--- src/design/tss_pkg.sv ---
// ----------------------------------------------------------------------------
// tss_pkg
// Shared widths, codes and command types for the three stack block.
// ----------------------------------------------------------------------------
package tss_pkg;

  // memory geometry
  localparam int MEM_DEPTH = 1024;
  localparam int ADDR_W    = $clog2(MEM_DEPTH);
  localparam int DATA_W    = 32;

  // field widths
  localparam int SIZE_W = 11;
  localparam int CNT_W  = 11;
  localparam int SEL_W  = 2;
  localparam int STAT_W = 2;
  localparam int VAL_W  = 32;
  localparam int CFG_W  = 2;

  // address arithmetic width: holds base + count and the memory depth
  localparam int SUM_W = SIZE_W + 2;
  localparam int CMP_W = (ADDR_W + 1 > SUM_W) ? ADDR_W + 1 : SUM_W;

  // operation codes
  localparam logic MODE_PUSH = 1'b0;
  localparam logic MODE_POP  = 1'b1;

  // stack selectors
  localparam logic [SEL_W-1:0] SEL_FIRST  = 2'd0;
  localparam logic [SEL_W-1:0] SEL_SECOND = 2'd1;
  localparam logic [SEL_W-1:0] SEL_THIRD  = 2'd2;

  // result status codes
  localparam logic [STAT_W-1:0] ST_DONE  = 2'd0;
  localparam logic [STAT_W-1:0] ST_FULL  = 2'd1;
  localparam logic [STAT_W-1:0] ST_EMPTY = 2'd2;

  // configuration register indexes
  localparam logic [CFG_W-1:0] CFG_FIRST_SIZE  = 2'd0;
  localparam logic [CFG_W-1:0] CFG_SECOND_SIZE = 2'd1;
  localparam logic [CFG_W-1:0] CFG_THIRD_SIZE  = 2'd2;

  // commands from controller to datapath
  typedef struct packed {
    logic capture;
    logic exec;
    logic load;
  } tss_cmd_t;

endpackage

--- src/design/tss_ctrl.sv ---
// ----------------------------------------------------------------------------
// tss_ctrl
// Sequencer: takes an item, runs it through the memory, loads the result.
// ----------------------------------------------------------------------------
module tss_ctrl (
  input  logic              clk,
  input  logic              rst_n,
  input  logic              in_tvalid,
  output logic              in_tready,
  output logic              out_tvalid,
  input  logic              out_tready,
  output tss_pkg::tss_cmd_t cmd
);

  typedef enum logic [1:0] {
    S_IDLE,
    S_EXEC,
    S_LOAD
  } state_t;

  state_t state_r;
  logic   out_valid_r;
  logic   out_free;

  // output register can take a new result
  assign out_free = !out_valid_r || out_tready;

  // handshake and commands
  always_comb begin
    in_tready   = (state_r == S_IDLE);
    cmd.capture = in_tvalid && (state_r == S_IDLE);
    cmd.exec    = (state_r == S_EXEC);
    cmd.load    = (state_r == S_LOAD) && out_free;
  end

  assign out_tvalid = out_valid_r;

  // state and output valid
  always_ff @(posedge clk) begin
    if (!rst_n) begin
      state_r     <= S_IDLE;
      out_valid_r <= 1'b0;
    end else begin
      unique case (state_r)
        S_IDLE: begin
          if (in_tvalid) state_r <= S_EXEC;
        end
        S_EXEC: begin
          state_r <= S_LOAD;
        end
        S_LOAD: begin
          if (out_free) state_r <= S_IDLE;
        end
        default: begin
          state_r <= S_IDLE;
        end
      endcase
      if (cmd.load) begin
        out_valid_r <= 1'b1;
      end else if (out_tready) begin
        out_valid_r <= 1'b0;
      end
    end
  end

endmodule

--- config.mk ---
export PLATFORM = sky130hd
export DESIGN_NAME = tss_ctrl
export DESIGN_NICKNAME = d
export VERILOG_FILES = /design/src/design/tss_pkg.sv /design/src/design/tss_ctrl.sv
export SDC_FILE = /design/constraint.sdc
export NUM_CORES = 1
export LEC_CHECK = 0
export BUFFER_PORTS_ARGS = -buffer_cell sky130_fd_sc_hd__buf_2
export CAP_MARGIN = 20
export CORE_AREA = 5 5 42 44
export CTS_BUF_LIST = sky130_fd_sc_hd__clkbuf_8
export DETAILED_ROUTE_END_ITERATION = 16
export DIE_AREA = 0 0 47 49
export PLACE_DENSITY_LB_ADDON = 0.1
export SYNTH_ARGS = -nofsm -noshare
export SYNTH_HDL_FRONTEND = slang
export SYNTH_SLANG_ARGS = --single-unit
--- constraint.sdc ---
create_clock -name clk -period 1 [get_ports clk]
set_clock_uncertainty 0.1 [all_clocks]
set_input_delay 0.2 -clock clk [delete_from_list [all_inputs] [get_ports clk]]
set_output_delay 0.2 -clock clk [all_outputs]
set_load 0.02 [all_outputs]
* Word-level counts from Yosys, hierarchy flattened
Index checks and enable logic that the tools add are counted.
W data, S select, Z words.
** Word-level totals
- Bits of input ports :: 4
- Word-level logic and storage cells :: 18
- Register bits :: 3
- Output and inout bits :: 5
** Cells by class
- Eq/ne operators :: 4
- Muxes and demuxes :: 5
- Reductions and logical operators :: 7
** Operators by type and width (count)
- $pmux W2 S3 :: 1
- $mux W2 :: 2
- $ne A2 B2 Y1 const B :: 2
- $eq A2 B1 Y1 const B :: 1
- $eq A2 B2 Y1 const B :: 1
- $logic_and A1 B1 Y1 :: 2
- $logic_not A2 Y1 :: 1
- $mux W1 :: 2
- $reduce_and A2 Y1 :: 1
- $reduce_bool A2 Y1 :: 1
- $logic_not A1 Y1 :: 1
- $logic_or A1 B1 Y1 :: 1

* Longest topological paths before layout
Gate-level depths: netlist (run 1).
- Depth in word-level cells :: 4
- Gate-level depth with buffers :: 2
- Mapped depth without buffers :: 2

* Worst setup path after synthesis (run 1)
OpenSTA, ideal clock, no wires.
- Kind :: register to output
- Start :: register out_valid_r, in the netlist out_tvalid
- End :: output port cmd[0] in the netlist's numbering
- Cell stages (with the launch flop) :: 3
- Path slack :: -0.099 ns
- Arrival :: 0.799 ns
- Path buffers :: 0
- Required time :: 0.700 ns
- Path through :: dfxtp_1 nand2b_1 nor2b_1
** RTL lines
- start: declaration :: line tss_ctrl.sv:22 : logic out_valid_r;
- start signal: assignment :: line tss_ctrl.sv:42 : out_valid_r <= 1'b0;
- start signal: assignment :: line tss_ctrl.sv:59 : out_valid_r <= 1'b1;
- start signal: assignment :: line tss_ctrl.sv:61 : out_valid_r <= 1'b0;
- end: declaration :: line tss_ctrl.sv:12 : output tss_pkg::tss_cmd_t cmd

==> impl_metrics.json, run 1 <==
{
  "p_sw_mw": 0.117,
  "fp.coreArea_um2": 1400,
  "r2r_slack_ps": 40,
  "cts-root-buf": "clkbuf_8",
  "required_ps": 700,
  "grt_pass1_vias": 178,
  "ys_types": 10,
  "die_area_um2": 2300,
  "die_x_um": 47,
  "endpoint_kind": "output pin",
  "critical_path_class": "flip-flop to output pin",
  "drc_errors": 0,
  "rsz0062_at_grt": "yes",
  "place_hpwl_um": 307,
  "viasPerCell": 3.28,
  "synth_area_leaders": "dfxtp_1, and4bb_1, nand2b_1, nor3b_2, and2b_4",
  "antenna_found_initial": 0,
  "synth_area_per_cell_um2": 10.7,
  "min_path_type": "input port to flip-flop",
  "grt_overflow": 0,
  "min_period_ps": 1240,
  "power_frac_clock_pct": 61.0,
  "initial_core_util_pct": 9.91,
  "tightest_slew_ps": 167,
  "critPathSlowestCell": "dfxtp_4",
  "ys_seq_elements": 3,
  "nNetsFinal": 32,
  "cts_made_buffers": 3,
  "p_leak_nw": 0.138,
  "syn_area_um2": 139,
  "area_delta_synth_final_pct": 123,
  "globalplace.congestion": 0.641,
  "startpoint_type": "flip-flop",
  "peakVddDrop_mv": 0.630,
  "top_level_ports": 9,
  "layout_setup_ws_ps": -236,
  "hp-start": "rst_n",
  "path_clk_slew_ps": 30,
  "finalSetupViolations": 4,
  "reg2reg_to": "state_r[0]$_SDFFE_PN0P_",
  "stdcell_area_um2": 309,
  "slew_headroom_pct": 88.9,
  "h-tree-depth": 1,
  "status": "finished with violations",
  "port-buffer-count": 8,
  "power_frac_seq_pct": 24.4,
  "synth_nets": 17,
  "drive_gt1_share_pct": 74.1,
  "yosys_warnings": 0,
  "clockBufferDepth": 2,
  "worstPathArrival_ps": 940,
  "comb_power_share_pct": 14.6,
  "tritoncts": "done",
  "cap_violations": 0,
  "holdPathStages": 2,
  "min_period_over_period_pct": 124,
  "dpl_cell_area_um2": 223,
  "finalMaxSlewViolations": 0,
  "avgRoutedWirePerCell_um": 9.84,
  "n_antenna_cell": 0,
  "ant_nets": 0,
  "fin_cells": 43,
  "grt_pass1_wl_um": 786,
  "p_int_mw": 0.434,
  "critPathMaxFanout": 5,
  "fin_tns_setup_ps": -794,
  "hold_viol_final": 0,
  "wl_um": 423,
  "p_sw_share_pct": 21.2,
  "dp_slack_ps": -99.7,
  "grt_max_degree": 6,
  "fillCellCount": 161,
  "cp_num_buf_inv": 1,
  "dp_cells": 39,
  "worstPathCellList": "and2b_4, buf_6",
  "syn_inst": 13,
  "first_iter_violations": 0,
  "path_delay_family": "flip-flops",
  "whs_ps": 141,
  "seq_area_frac_synth_pct": 43.2,
  "max_freq_mhz": 809,
  "first_pass_iters": 1,
  "vias": 141,
  "die_h_um": 49,
  "synth_area_leader_cell": "dfxtp_1",
  "r2r-start": "state_r[1]$_SDFFE_PN0P_",
  "clock_latency_ps": 210,
  "holdPathEnd": "state_r[1]$_SDFFE_PN0P_",
  "power.density_nw_per_um2": 1780,
  "cts.sinks": 3,
  "yosysTopAreaCellShare_pct": 43.2,
  "reg2reg_depth": 3,
  "num_rows": 14,
  "violations": "setup timing",
  "cts_hold_buf": 0,
  "cpPeakStageDelay_ps": 360,
  "grt_usage_pct": 5.07
}
## cells in the mapped netlist (all sizes together)
cell type  count
and2           1
dfxtp          3
and4bb         1
nor2b          1
and2b          1
a21boi         1
nor3b          1
o21a           1
nand2b         2
nor2           1
## stage by stage
| stage | util (%) | power, mW |
|---|---|---|
| 6_report | 22.1 | 0.551 |
| 4_1_cts | 22.3 | 0.564 |
| 5_1_grt | 22.1 | 0.583 |
| 3_3_place_gp | 15.9 | 0.200 |
| 3_5_place_dp | 15.9 | 0.199 |
| 2_1_floorplan | - | 0.172 |
## per-layer routing
layer / wire length, µm / GRT usage, % / vias up
li1: - / - / 72
met1: 163 / 4.40 / 62
met2: 203 / 7.92 / 7
met5: 0 / 0 / -
met4: 0 / 1.38 / 0
met3: 57 / 5.17 / 0
## registers in the layout, indices dropped and copies added, names as in the netlist
register	flops
out_tvalid	1
state_r	2
## timing repair
item                                    in CTS  in global routing
pin swaps                                    2                  2
setup buffers                                1                  1
gates resized for setup                     13                  1
endpoints found under the setup margin       6                  6
## final cells by class
type	instances	area (µm²)	area share, %
Clock inverter	1	3.75	1.21
Tap cell	16	20.0	6.48
Sequential cell	3	66.3	21.5
Multi-Input combinational cell	10	95.1	30.8
Timing Repair Buffer	10	82.6	26.7
Clock buffer	3	41.3	13.4
## cell families after synthesis
group           share of synthesized area, %
flops                                   43.2
simple gates                            45.9
compound gates                          10.8
## power groups by stage
stage          logic [mW]  registers (mW)  clock network [mW]
2_1_floorplan      0.0364           0.136                   0
3_3_place_gp       0.0638           0.136                   0
3_5_place_dp       0.0638           0.136                   0
4_1_cts            0.0842           0.135               0.345
5_1_grt            0.0872           0.136               0.360
6_report           0.0805           0.135               0.336
## how the worst max path moves through the flow
stage,startpoint,to,slack [ps],depth (start not counted)
after global placement,state_r[1]$_SDFFE_PN0P_,cmd[0],-110,3
after global routing,state_r[1]$_SDFFE_PN0P_,cmd[2],-290,2
after floorplan,state_r[0]$_SDFFE_PN0P_,cmd[0],-20,2
after CTS,state_r[1]$_SDFFE_PN0P_,cmd[1],-240,2
final,state_r[1]$_SDFFE_PN0P_,cmd[1],-240,2
after detailed placement,state_r[1]$_SDFFE_PN0P_,cmd[0],-100,3
## cell usage in the layout, fill, tap and decap left out
cell      n
nor2b_2   1
nor2_1    1
and2_1    1
dfxtp_2   2
nand2b_1  1
and4bb_1  1
a21boi_0  1
nand2b_4  1
inv_1     1
dfxtp_4   1
buf_2     3
buf_4     3
nor3b_4   1
and2b_4   1
o21a_1    1
clkbuf_8  3
buf_6     4
Note: power is estimated with default switching activity, not from simulation.
==> inputs of run 2 (changes only) <==
--- a/constraint.sdc
+++ b/constraint.sdc
@@ -4,2 +4,2 @@
 set_output_delay 0.2 -clock clk [all_outputs]
-set_load 0.02 [all_outputs]
+set_load 0.05 [all_outputs]
==> run 2 against run 1 <==
Net effect:
- the run still ends with setup timing left
- clock-buffer cell count stayed put
- core utilization is 3.3 points higher
- critical path depth stayed put
- sequential share of layout area is 2.8 points lower
==> impl_metrics.json, run 2 (same netlist as run 1, synthesis figures left out) <==
{
  "status": "finished with violations",
  "violations": "setup timing",
  "h-tree-depth": 1,
  "cap_violations": 0,
  "dpl_cell_area_um2": 249,
  "min_path_type": "input port to flip-flop",
  "required_ps": 700,
  "critPathMaxFanout": 5,
  "slew_headroom_pct": 89.1,
  "min_period_over_period_pct": 127,
  "fin_util_pct": 25.4,
  "die_h_um": 49,
  "cts_made_buffers": 3,
  "num_rows": 14,
  "largest_reg_flops": 2,
  "tritoncts": "done",
  "n_antenna_cell": 0,
  "cts-root-buf": "clkbuf_8",
  "worstPathArrival_ps": 970,
  "fin_cells": 45,
  "first_pass_iters": 2,
  "die_x_um": 47,
  "cts_post_setup_buffers_inserted": 0,
  "clock_latency_ps": 210,
  "grt_max_degree": 6,
  "fp.coreArea_um2": 1400,
  "drive_gt1_share_pct": 79.3,
  "critical_path_class": "flip-flop to output pin",
  "cts.sinks": 3,
  "initial_core_util_pct": 9.91,
  "first_iter_violations": 2,
  "grt_pass1_vias": 164,
  "endpoint_kind": "output pin",
  "drc_errors": 0,
  "finalMaxSlewViolations": 0,
  "ant_nets": 0,
  "die_area_um2": 2300,
  "globalplace.congestion": 0.613,
  "rsz0062_at_grt": "yes",
  "layout_setup_ws_ps": -274,
  "dp_cells": 41,
  "hold_viol_final": 0,
  "grt_pass1_wl_um": 669,
  "finalSetupViolations": 5,
  "tightest_slew_ps": 164,
  "grt_usage_pct": 4.78,
  "p_leak_nw": 0.164,
  "avgRoutedWirePerCell_um": 8.93,
  "whs_ps": 126,
  "wl_um": 402,
  "area_delta_synth_final_pct": 156,
  "vias": 153,
  "viasPerCell": 3.40,
  "antenna_found_initial": 0,
  "max_freq_mhz": 785,
  "startpoint_type": "flip-flop",
  "path_clk_slew_ps": 30,
  "stdcell_area_um2": 355,
  "top_register": "state_r",
  "min_period_ps": 1270,
  "nNetsFinal": 34,
  "port-buffer-count": 8,
  "mostFrequentLayoutCells": "clkbuf_8, buf_2, buf_6, buf_8, buf_4",
  "top_level_ports": 9,
  "clockBufferDepth": 2,
  "grt_overflow": 0,
  "peakVddDrop_mv": 0.681,
  "power.density_nw_per_um2": 1700
}
run 2: final cells by class:
class                   instances  area, µm²
repair buffers                 12        116
clock inverters                 1       3.75
flip-flops and latches          3       66.3
clock buffers                   3       41.3
multi-input cells              10        108
fillers                       161       1050
well taps                      16       20.0
run 2: report_power, final:
part,switching [mW],internal (mW)
Clock,0.0787,0.261
Sequential,0.00863,0.126
Combinational,0.0660,0.0630
Total,0.153,0.450
run 2: path summary, 6_finish.rpt:
| path | from | endpoint | slack, ps | cells past startpoint |
|---|---|---|---|---|
| worst min register to register | state_r[1]$_SDFFE_PN0P_ | out_tvalid$_SDFFE_PN0P_ | 460 | 2 |
| worst max register to register | out_tvalid$_SDFFE_PN0P_ | state_r[1]$_SDFFE_PN0P_ | 30 | 3 |
| worst min-delay path | rst_n | state_r[1]$_SDFFE_PN0P_ | 130 | 2 |
| worst max-delay path | state_r[1]$_SDFFE_PN0P_ | cmd[1] | -270 | 2 |
run 2: timing repair:
action / CTS / global route
cloned: 0 / 0
pin swaps: 0 / 1
setup endpoints to repair: 5 / 6
resized for setup: 14 / 3
hold buffers: 0 / 0
hold endpoints to repair: 0 / 0
run 2: routing by layer:
layer,GRT usage (%),wire (µm),part of all wire [%],vias up
met2,4.98,179,45,8
met3,4.43,26,6.5,2
met5,0,0,0,-
met1,4.81,183,46,68
li1,-,-,-,75
met4,5.53,12,3.0,0
run 2: worst max-delay path: stages (launching register included):
cell and delay [ps]:
dfxtp_4 360, and2b_4 260, buf_8 140
run 2: metrics by stage:
step	total power [mW]	TNS (ps)	setup slack, ps
2_1_floorplan	0.205	-554	-207
3_3_place_gp	0.236	-533	-180
3_5_place_dp	0.235	-534	-186
4_1_cts	0.612	-1190	-284
5_1_grt	0.637	-1290	-306
6_report	0.603	-1110	-274
